## config.mk

```make
export PLATFORM = sky130hd
export DESIGN_NAME = descriptor_table_allocator_top
export DESIGN_NICKNAME = d
export VERILOG_FILES = /design/src/rtl/core/dta_pkg.sv /design/src/rtl/core/dta_find.sv /design/src/rtl/core/descriptor_table_allocator_top.sv
export SDC_FILE = /design/constraint.sdc
export NUM_CORES = 2
export LEC_CHECK = 0
export BUFFER_PORTS_ARGS = -buffer_cell sky130_fd_sc_hd__buf_4
export CAP_MARGIN = 40
export CELL_PAD_IN_SITES_DETAIL_PLACEMENT = 1
export CELL_PAD_IN_SITES_GLOBAL_PLACEMENT = 1
export CORE_MARGIN = 8
export CORE_UTILIZATION = 34
export CTS_CLUSTER_DIAMETER = 100
export CTS_CLUSTER_SIZE = 16
export DETAILED_ROUTE_END_ITERATION = 7
export HOLD_SLACK_MARGIN = 0.12
export PLACE_DENSITY = 0.62
export RECOVER_POWER = 100
export SLEW_MARGIN = 10
export SYNTH_ARGS = -nofsm -noshare
export SYNTH_HDL_FRONTEND = slang
export SYNTH_SLANG_ARGS = --single-unit
```

## constraint.sdc

```tcl
create_clock -name clock -period 7.63 [get_ports clock]
set_input_delay 0.763 -clock clock [delete_from_list [all_inputs] [get_ports clock]]
set_output_delay 0.763 -clock clock [all_outputs]
set_load 0.02 [all_outputs]
```

## src/rtl/core/dta_pkg.sv

```systemverilog
// Shared types and constants for the descriptor table allocator.
package dta_pkg;

   localparam int TableDepth  = 64;
   localparam int IdxW        = $clog2(TableDepth);
   localparam int SizeW       = 7;
   localparam int HintW       = 7;
   localparam int ReservedBit = 31;
   localparam logic [SizeW-1:0] SizeAtReset = 7'd16;

   typedef enum logic [2:0] {
      FUNC_ALLOC   = 3'd0,
      FUNC_CLOSE   = 3'd1,
      FUNC_INSTALL = 3'd2,
      FUNC_RD_HDL  = 3'd3,
      FUNC_WR_FLG  = 3'd4,
      FUNC_RD_FLG  = 3'd5
   } func_type;

   typedef enum logic [1:0] {
      ST_OK    = 2'd0,
      ST_INVAL = 2'd1,
      ST_BADFD = 2'd2,
      ST_FULL  = 2'd3
   } status_type;

   typedef struct packed {
      logic            found;
      logic [IdxW-1:0] idx;
   } find_type;

endpackage

```

## src/rtl/core/dta_find.sv

```systemverilog
// Next-fit free entry finder: priority encode from the hint, then from zero.
module dta_find (
   input  logic [dta_pkg::TableDepth-1:0] free_vec,
   input  logic [dta_pkg::SizeW-1:0]      size,
   input  logic [dta_pkg::HintW-1:0]      hint,
   output dta_pkg::find_type              result
);
   import dta_pkg::*;

   logic [TableDepth-1:0] cand;
   logic [TableDepth-1:0] upper;
   logic                  up_hit;
   logic [IdxW-1:0]       up_idx;
   logic                  lo_hit;
   logic [IdxW-1:0]       lo_idx;

   // mask free entries to the active range, and to the range at or past the hint
   always_comb begin
      for (int i = 0; i < TableDepth; i++) begin
         cand[i]  = free_vec[i] && (SizeW'(i) < size);
         upper[i] = cand[i] && (HintW'(i) >= hint);
      end
   end

   // pick the lowest set bit of each mask
   always_comb begin
      up_hit = 1'b0;
      up_idx = '0;
      lo_hit = 1'b0;
      lo_idx = '0;
      for (int i = TableDepth - 1; i >= 0; i--) begin
         if (upper[i]) begin
            up_hit = 1'b1;
            up_idx = IdxW'(i);
         end
         if (cand[i]) begin
            lo_hit = 1'b1;
            lo_idx = IdxW'(i);
         end
      end
   end

   // prefer the scan from the hint, fall back to the wrapped scan
   always_comb begin
      result.found = up_hit || lo_hit;
      result.idx   = up_hit ? up_idx : lo_idx;
   end

endmodule

```

## src/rtl/core/descriptor_table_allocator_top.sv

```systemverilog
// Top level of the descriptor table allocator: request control, tables and result.
//
//  channel | ports                                   | handshake
//  --------+-----------------------------------------+-------------------------------
//  request | req_func req_fd req_value req_handle    | start && !busy
//  result  | rsp_status rsp_fd_out rsp_handle_out    | rsp_valid, one cycle, no stall
//          | rsp_flags_out                           |
//  config  | csr_data (table_size)                   | csr_valid && csr_ready
//
// On each request the accept edge reads both tables, then the execute state
// searches, checks and writes back; busy is high in that state.
// The result strobe comes the cycle after execute, overlapping the next accept.
// Synchronous reset clears the per-entry handle and mark bits, the hint and the
// table size (16); the table memories need no clearing pass.
// The receiver cannot stall; csr_ready is always high.
module descriptor_table_allocator_top (
   input  logic                      clock,
   input  logic                      reset,
   input  logic                      start,
   output logic                      busy,
   input  logic [2:0]                req_func,
   input  logic [7:0]                req_fd,
   input  logic [31:0]               req_value,
   input  logic [31:0]               req_handle,
   output logic                      rsp_valid,
   output logic [1:0]                rsp_status,
   output logic [5:0]                rsp_fd_out,
   output logic [31:0]               rsp_handle_out,
   output logic [31:0]               rsp_flags_out,
   input  logic                      csr_valid,
   output logic                      csr_ready,
   input  logic [dta_pkg::SizeW-1:0] csr_data
);
   import dta_pkg::*;

   typedef enum logic [1:0] {
      S_IDLE = 2'b01,
      S_EXEC = 2'b10
   } state_type;

   state_type state_ff, state_in;

   logic [SizeW-1:0]      size_ff;
   logic [HintW-1:0]      hint_ff, hint_in;
   logic [TableDepth-1:0] hnz_ff, hnz_in;
   logic [TableDepth-1:0] mark_ff, mark_in;

   logic [2:0]  func_ff;
   logic [7:0]  fd_ff;
   logic [31:0] value_ff;
   logic [31:0] handle_ff;

   logic [31:0] handle_mem [TableDepth];
   logic [31:0] flag_mem   [TableDepth];
   logic [31:0] handle_rd_ff;
   logic [31:0] flag_rd_ff;

   logic            hwr_en, fwr_en;
   logic [IdxW-1:0] hwr_addr, fwr_addr;
   logic [31:0]     hwr_data, fwr_data;

   logic        rsp_valid_ff, rsp_valid_in;
   status_type  status_ff, status_in;
   logic [5:0]  fd_out_ff, fd_out_in;
   logic [31:0] handle_out_ff, handle_out_in;
   logic [31:0] flags_out_ff, flags_out_in;

   logic                  accept;
   logic [SizeW-1:0]      act_size;
   logic                  in_range;
   logic [IdxW-1:0]       fd_idx;
   logic [TableDepth-1:0] free_vec;
   find_type              find;

   localparam logic [31:0] MarkMask = 32'(1) << ReservedBit;

   assign accept    = start && !busy;
   assign busy      = (state_ff == S_EXEC);
   assign csr_ready = 1'b1;

   // clamp the active size to the table depth
   assign act_size = (size_ff > SizeW'(TableDepth)) ? SizeW'(TableDepth) : size_ff;
   assign in_range = {1'b0, fd_ff} < 9'(act_size);
   assign fd_idx   = fd_ff[IdxW-1:0];
   assign free_vec = ~(hnz_ff | mark_ff);

   dta_find u_find (
      .free_vec (free_vec),
      .size     (act_size),
      .hint     (hint_ff),
      .result   (find)
   );

   // hold the table size register
   always_ff @(posedge clock) begin
      if (reset) begin
         size_ff <= SizeAtReset;
      end else if (csr_valid && csr_ready) begin
         size_ff <= csr_data;
      end
   end

   // capture the request word
   always_ff @(posedge clock) begin
      if (accept) begin
         func_ff   <= req_func;
         fd_ff     <= req_fd;
         value_ff  <= req_value;
         handle_ff <= req_handle;
      end
   end

   // table memories: read at accept, write back during execute
   always_ff @(posedge clock) begin
      if (accept) begin
         handle_rd_ff <= handle_mem[req_fd[IdxW-1:0]];
         flag_rd_ff   <= flag_mem[req_fd[IdxW-1:0]];
      end
      if (hwr_en) begin
         handle_mem[hwr_addr] <= hwr_data;
      end
      if (fwr_en) begin
         flag_mem[fwr_addr] <= fwr_data;
      end
   end

   // execute one request: check, update state, form the result
   always_comb begin
      state_in      = state_ff;
      hint_in       = hint_ff;
      hnz_in        = hnz_ff;
      mark_in       = mark_ff;
      hwr_en        = 1'b0;
      hwr_addr      = fd_idx;
      hwr_data      = handle_ff;
      fwr_en        = 1'b0;
      fwr_addr      = fd_idx;
      fwr_data      = value_ff;
      rsp_valid_in  = 1'b0;
      status_in     = ST_OK;
      fd_out_in     = '0;
      handle_out_in = '0;
      flags_out_in  = '0;

      unique case (state_ff)
         S_IDLE: begin
            if (accept) begin
               state_in = S_EXEC;
            end
         end
         S_EXEC: begin
            state_in     = S_IDLE;
            rsp_valid_in = 1'b1;
            if (func_ff == FUNC_ALLOC) begin
               if (!find.found) begin
                  status_in = ST_FULL;
               end else begin
                  fwr_en            = 1'b1;
                  fwr_addr          = find.idx;
                  fwr_data          = value_ff | MarkMask;
                  hnz_in[find.idx]  = 1'b0;
                  mark_in[find.idx] = 1'b1;
                  hint_in           = HintW'(find.idx) + HintW'(1);
                  fd_out_in         = 6'(find.idx);
               end
            end else if (!in_range) begin
               status_in = ST_INVAL;
            end else begin
               priority case (func_ff)
                  FUNC_CLOSE: begin
                     fwr_en          = 1'b1;
                     mark_in[fd_idx] = 1'b0;
                     if (hnz_ff[fd_idx]) begin
                        fwr_data       = '0;
                        hnz_in[fd_idx] = 1'b0;
                        handle_out_in  = handle_rd_ff;
                        if (HintW'(fd_idx) < hint_ff) begin
                           hint_in = HintW'(fd_idx);
                        end
                     end else begin
                        fwr_data = flag_rd_ff & ~MarkMask;
                     end
                  end
                  FUNC_INSTALL: begin
                     if (handle_ff == '0) begin
                        status_in = ST_INVAL;
                     end else if (!mark_ff[fd_idx]) begin
                        status_in = ST_BADFD;
                     end else begin
                        hwr_en         = 1'b1;
                        hnz_in[fd_idx] = 1'b1;
                        fd_out_in      = 6'(fd_idx);
                     end
                  end
                  FUNC_RD_HDL: begin
                     handle_out_in = hnz_ff[fd_idx] ? handle_rd_ff : '0;
                  end
                  FUNC_WR_FLG: begin
                     if (!hnz_ff[fd_idx]) begin
                        status_in = ST_BADFD;
                     end else begin
                        fwr_en          = 1'b1;
                        mark_in[fd_idx] = value_ff[ReservedBit];
                     end
                  end
                  FUNC_RD_FLG: begin
                     flags_out_in = hnz_ff[fd_idx] ? flag_rd_ff : '0;
                  end
                  default: begin
                     status_in = ST_INVAL;
                  end
               endcase
            end
         end
         default: begin
            state_in = S_IDLE;
         end
      endcase
   end

   // advance control state
   always_ff @(posedge clock) begin
      if (reset) begin
         state_ff     <= S_IDLE;
         hint_ff      <= '0;
         hnz_ff       <= '0;
         mark_ff      <= '0;
         rsp_valid_ff <= 1'b0;
      end else begin
         state_ff     <= state_in;
         hint_ff      <= hint_in;
         hnz_ff       <= hnz_in;
         mark_ff      <= mark_in;
         rsp_valid_ff <= rsp_valid_in;
      end
   end

   // hold the result word
   always_ff @(posedge clock) begin
      status_ff     <= status_in;
      fd_out_ff     <= fd_out_in;
      handle_out_ff <= handle_out_in;
      flags_out_ff  <= flags_out_in;
   end

   assign rsp_valid      = rsp_valid_ff;
   assign rsp_status     = status_ff;
   assign rsp_fd_out     = fd_out_ff;
   assign rsp_handle_out = handle_out_ff;
   assign rsp_flags_out  = flags_out_ff;

`ifndef SYNTHESIS
   a_accept_exec: assert property (@(posedge clock) disable iff (reset)
      accept |=> busy)
      else $error("accepted request did not enter execute");
   a_exec_one: assert property (@(posedge clock) disable iff (reset)
      busy |=> !busy && rsp_valid)
      else $error("execute did not end with a result strobe");
   a_rsp_idle: assert property (@(posedge clock) disable iff (reset)
      rsp_valid |-> !busy)
      else $error("result strobe during execute");
   a_full_zero: assert property (@(posedge clock) disable iff (reset)
      rsp_valid && rsp_status == ST_FULL |-> rsp_fd_out == '0 && rsp_handle_out == '0)
      else $error("table full result carries data");
`endif

endmodule
```

Yosys cells after proc, flatten, opt, wreduce, memory -nomap -nowiden
Memory sizes are Yosys's and may differ from the RTL's. A register that Yosys moved wholly into a read port is not among the register bits.
Index checks and enable logic that the tools add are counted.
{"block": "totals", "ff_bits": 292, "input_bits": 86, "out_inout_bits": 75, "ramBits": 4096, "mem_count": 2, "elab_cells": 652}
{"block": "op_classes", "n_reduce_logical": 149, "order_cmp": 135, "mux": 324, "bitwise": 15, "add_sub_neg": 1, "eq_ne": 12}
{"memory": "flag_mem", "depth": 64, "word_bits": 32, "read_ports": 1, "rd_clocked_by_memory_dff": 1, "wr": 1, "line": "descriptor_table_allocator_top.sv:54", "rtl": "logic [31:0] flag_mem [TableDepth];"}
{"memory": "handle_mem", "depth": 64, "word_bits": 32, "read_ports": 1, "rd_clocked_by_memory_dff": 1, "wr": 1, "line": "descriptor_table_allocator_top.sv:53", "rtl": "logic [31:0] handle_mem [TableDepth];"}
{"operator": "$mux 6", "n": 138}
{"operator": "$mux 64", "n": 10}
{"operator": "$pmux 64 s2", "n": 2}
{"operator": "$ge 6x7->1 const A", "n": 32}
{"operator": "$lt 6x7->1 const A", "n": 32}
{"operator": "$and 64x64->64", "n": 3}
{"operator": "$not 64->64", "n": 3}
{"operator": "$or 64x64->64", "n": 3}
{"operator": "$mux 32", "n": 5}
{"operator": "$mux 1", "n": 148}
{"operator": "$logic_and 1x1->1", "n": 131}
{"operator": "$ge 5x7->1 const A", "n": 16}
{"operator": "$lt 5x7->1 const A", "n": 16}
{"operator": "$bwmux 64", "n": 1}
{"operator": "$ge 4x7->1 const A", "n": 8}
{"operator": "$lt 4x7->1 const A", "n": 8}
{"operator": "$mux 7", "n": 7}
{"operator": "$logic_not 32->1", "n": 1}
{"operator": "$mux 31", "n": 1}
{"operator": "$ge 3x7->1 const A", "n": 4}
{"operator": "$lt 3x7->1 const A", "n": 4}
{"operator": "$ge 1x7->1 const A", "n": 2}
{"operator": "$ge 2x7->1 const A", "n": 2}
{"operator": "$lt 1x7->1 const A", "n": 2}
{"operator": "31 further kinds", "n": 57}

Depth between registers and ports, before layout
{"block": "logic_depth", "ltp_word": 78, "mapped_depth": 18, "ltp_nobuf": 15}

Modules after synthesis
Synthesis repeated with hierarchy kept, for this count alone.
{"block": "unflattened", "cells_unflattened": 8558, "area_unflattened_um2": 176937.2}
{"mod": "descriptor_table_allocator_top", "cells_each": 7878, "area_per_inst_um2": 172849.5, "instances": 1}
{"mod": "dta_find", "cells_each": 680, "area_per_inst_um2": 4087.7, "instances": 1}

Worst setup path before layout
OpenSTA, ideal clock, no wires.
{"block": "synth_path", "path_kind": "reg-to-reg", "from": "reg size_ff[6]", "to": "mem flag_mem[0][23], data pin", "path_slack_ns": 1.391, "arrival_ns": 5.537, "synth_period_minus_slack_ns": 6.239, "stages_incl_launch_ff": 17, "path_buffers": 5, "cell_sequence": "dfxtp_1 buf_6 buf_6 inv_1 buf_2 nand2_1 ha_1 a21o_1 a21o_1 a21o_1 a21o_1 a21oi_1 nand2_1 or4_1 clkbuf_1 clkbuf_1 o21ai_0"}
{"block": "synth_via", "elab_chain_cells": 6}
{"element": "start, declared", "line": "descriptor_table_allocator_top.sv:43", "rtl": "logic [SizeW-1:0] size_ff;"}
{"element": "start signal, assigned", "line": "descriptor_table_allocator_top.sv:97", "rtl": "size_ff <= SizeAtReset;"}
{"element": "start signal, assigned", "line": "descriptor_table_allocator_top.sv:99", "rtl": "size_ff <= csr_data;"}
{"element": "$gt 7x7->1", "line": "descriptor_table_allocator_top.sv:82", "rtl": "assign act_size = (size_ff > SizeW'(TableDepth)) ? SizeW'(TableDepth) : size_ff;"}
{"element": "$mux 7 *", "line": "descriptor_table_allocator_top.sv:82"}
{"element": "$lt 8x7->1 *", "line": "descriptor_table_allocator_top.sv:83", "rtl": "assign in_range = {1'b0, fd_ff} < 9'(act_size);"}
{"element": "$mux 32 *", "line": "descriptor_table_allocator_top.sv:166", "rtl": "end else if (!in_range) begin"}
{"element": "$mux 32 *", "line": "descriptor_table_allocator_top.sv:154", "rtl": "if (func_ff == FUNC_ALLOC) begin"}
{"element": "$mux 32 *", "line": "descriptor_table_allocator_top.sv:145", "rtl": "unique case (state_ff)"}
{"element": "via fwr_data[23]", "line": "descriptor_table_allocator_top.sv:60", "rtl": "logic [31:0] hwr_data, fwr_data;"}
{"element": "end, declared", "line": "descriptor_table_allocator_top.sv:54"}
Mark *: on every way through the listed nets, which the timed path passes. The rest lies on a longest branch.

Worst setup path after layout
{"block": "layout_path", "from": "reg size_ff[3]", "to": "mem flag_mem[53][12], enable pin"}
{"block": "layout_via", "elab_chain_cells": 75}
{"element": "$gt 7x7->1", "line": "descriptor_table_allocator_top.sv:82"}
{"element": "$mux 7 *", "line": "descriptor_table_allocator_top.sv:82"}
{"element": "$lt 6x7->1", "line": "dta_find.sv:20", "rtl": "cand[i] = free_vec[i] && (SizeW'(i) < size);"}
{"element": "$logic_and 1x1->1", "line": "dta_find.sv:20"}
{"element": "$logic_and 1x1->1", "line": "dta_find.sv:21", "rtl": "upper[i] = cand[i] && (HintW'(i) >= hint);"}
{"element": "$mux 1 (64 in series)", "line": "dta_find.sv:32", "rtl": "if (upper[i]) begin"}
{"element": "$logic_or 1x1->1", "line": "dta_find.sv:45", "rtl": "result.found = up_hit || lo_hit;"}
{"element": "$mux 1", "line": "descriptor_table_allocator_top.sv:155", "rtl": "if (!find.found) begin"}
{"element": "$mux 1", "line": "descriptor_table_allocator_top.sv:154"}
{"element": "$mux 1", "line": "descriptor_table_allocator_top.sv:145"}
{"element": "$mux 1", "line": "descriptor_table_allocator_top.sv:122", "rtl": "if (fwr_en) begin"}
{"element": "$mux 1 (implied by the code)", "line": "descriptor_table_allocator_top.sv:123", "rtl": "flag_mem[fwr_addr] <= fwr_data;"}
Mark *: on every way between the ends. The rest lies on a longest branch, timed or not.

==> reports/metrics.csv <==
metric,value,unit
status,"finished, violations left",
violations,"max-capacitance violations, max-slew violations",
cts-root-buf,clkbuf_16,
dieArea,539000,µm²
seq_area_frac_synth,0.750,
cts.repair.resized,0,
maxCapViolations,73,
crit_top_cell,nor2_1,
dr.pass1.iters,5,
ys_types,124,
synth_top_cell_by_area,edfxtp_1,
slew_violations,3365,
clock_sinks,4452,
path_class,flop to flop,
post-route-util,0.384,
whs,0.204,ns
grt-busiest-layer,met2,
fin_nets,8800,
grt.overflow.total,0,
drtIter0Drc,9781,
critPathArrivalTime,7.67,ns
ys_ff_latch,4452,
period_needed,7.07,ns
cp-end-kind,flop,
die_x,734,µm
cts_made_buffers,323,
cts.path.max_buffers,4,
area_growth,12.3,%
grt_pass1_vias,91647,
cp-start-kind,flop,
worstSkewPairLatency,0.96,ns
grt_pass1_wl,720000,µm
fin_setup_tns,0,ns
crit_chain,nor4b_2 -> a2111oi_0 -> buf_1 -> a32o_1 -> nor2_1 -> nand2_1 -> nor2_1 -> a2111oi_0 -> buf_4 -> a221oi_4 -> inv_4 -> nor2_2 -> clkbuf_1 -> o211ai_1 -> clkbuf_1 -> nor2_1 -> buf_12,
place_congestion,0.920,
met2_usage,0.305,
place_hpwl,321000,µm
syn_inst,8234,
p_per_area,233,nW/µm²
die_y,734,µm
final_cell_mix,"edfxtp_1 (4235), mux4_2 (1361), clkbuf_16 (330), nand2_1 (286), nor2_1 (267)",
syn_area_per_cell,21.3,µm²
worst_slack,0.558,ns
synth_area,175000,µm²
grt_max_degree,123,
wl,510000,µm
antenna_found_initial,43,
drc_errors,0,
yosysWarnings,0,
vdd_drop_max,0.193,mV
synth_edf_count,4235,
worst_pin_slew,5.16,ns
worst_path_max_delay_cell,clkbuf_1,
hold_viol,0,
timing.final.crit_share,0.927,
fillCellCount,49038,
p_leak,59.3,nW
ios,161,
max_freq,141,MHz
worstPathMaxFanout,36,
synth_ff_type,edfxtp_1,
min_path_type,input port to flop,
via_count,88520,
use_met3,0.0276,
regArea,132000,µm²
crit_family,buffers and inverters,
grt_setup_unrepaired,false,
crit_buf_inv,6,
viasPerCell,5.68,
crit_required,8.22,ns
synth_fp_nets,8332,
wl_per_cell,32.7,µm
synthTopCellsByArea,"edfxtp_1 (73%), mux4_2 (17%), dfxtp_1 (2.5%)",
multiInputGateArea,42300,µm²
fp.coreArea,513000,µm²
synth.top_cell.area_share,0.725,
setup_viol,0,
ant_nets,0,
post-place-ws,1.18,ns
slew-limit-headroom,-2.44,
grt_use_met1,0.256,
skew,0.0708,ns
slowest_delay,1.10,ns
drive_gt1_frac,0.259,
grt_use_total,0.183,
async_flop_share,0,
initial_utilization,0.342,
cts_max_level,5,
cts_tree,built,
clk_pin_slew,0.09,ns
final_common_cell,edfxtp_1,
rows,263,
portBuffers,159,
## flip-flops by register name (all words and copies together) (netlist names), 3 cells and up, named ones only
name / flops
flag_mem: 2048
handle_mem: 2048
mark_ff: 64
flag_rd_ff: 32
handle_ff: 32
handle_rd_ff: 32
rsp_flags_out: 32
rsp_handle_out: 32
value_ff: 32
fd_ff: 8
hint_ff: 7
size_ff: 7
rsp_fd_out: 6
func_ff: 3
## metal layers
| metal | up-vias | share of wire | routed length (µm) |
|---|---|---|---|
| met5 | - | 0.00013 | 68 |
| met4 | 10 | 0.026 | 13400 |
| met3 | 659 | 0.067 | 34400 |
| met2 | 3478 | 0.49 | 248000 |
| met1 | 48833 | 0.42 | 214000 |
| li1 | 35540 | - | - |
## worst paths after layout
kind / slack [ns] / cells past startpoint / to / start
hold reg to reg: 0.45 / 1 / rsp_handle_out[22] / handle_rd_ff[22]
hold / removal: 0.20 / 3 / size_ff[2] / csr_data[2]
setup reg to reg: 0.56 / 17 / flag_mem[53][12] / size_ff[3]
setup / recovery: 0.56 / 17 / flag_mem[53][12] / size_ff[3]
## final cells by class
| type | instances | area share |
|---|---|---|
| clock inverters | 32 | 0.00232 |
| repair buffers | 649 | 0.0280 |
| well taps | 6757 | 0.0429 |
| inverters | 26 | 0.000508 |
| multi-input cells | 3250 | 0.215 |
| flip-flops and latches | 4452 | 0.668 |
| clock buffers | 409 | 0.0435 |
| diodes | 11 | 0.000140 |
## cells in the mapped netlist (all sizes together) (22+ instances only)
cell and n:
a221oi 41, nor4 26, a211oi 40, and2 81
inv 25, edfxtp 4235, nand2 289, mux2i 23
mux4 1361, nand3 42, nand4 46, nor3 47
nand2b 22, dfxtp 217, a21oi 269, nor2 340
a31oi 25, buf 147, o21ai 205, clkbuf 359
o211ai 23
## power breakdown
| part | total (W) | switching (W) | internal, W |
|---|---|---|---|
| registers | 0.0269 | 0.0000802 | 0.0268 |
| logic | 0.00281 | 0.00174 | 0.00107 |
| clock network | 0.0162 | 0.00828 | 0.00793 |
## stage by stage
step           power [W]  instances  area [µm²]
2_1_floorplan     0.0291       8234      175000
3_5_place_dp      0.0303      15045      189000
5_1_grt           0.0472      15579      197000
6_report          0.0459      15586      197000
4_1_cts           0.0464      15566      199000
3_3_place_gp      0.0302      14982      188000
## worst reg2reg max path, stage by stage (launching register included)
cell and delay (ns):
dfxtp_2 0.91, nor4b_2 0.67, a2111oi_0 0.29, buf_1 0.19, a32o_1 0.29, nor2_1 0.16
nand2_1 0.14, nor2_1 0.22, a2111oi_0 0.12, buf_4 0.18, a221oi_4 0.76, inv_4 0.18
nor2_2 0.20, clkbuf_1 1.10, o211ai_1 0.25, clkbuf_1 0.37, nor2_1 0.29, buf_12 0.27
## what timing repair did
action / 4_1_cts / 5_1_grt
hold buffers: 80 / 1
buffers inserted: 0 / 0
hold endpoints to repair: 77 / 3
## cells by family (layout without fill, tap and decap cells)
family	after synthesis	count (layout)	synth area share
other cells	1	12	0.0000214
simple gates	1014	1014	0.0285
buf+inv	532	1116	0.0123
xor+xnor	2	2	0.0000999
flops	4452	4452	0.750
mux	1395	1395	0.177
compound gates	825	825	0.0313
fa+ha+maj	13	13	0.000913
No activity file was read; power rests on OpenSTA's default activity.
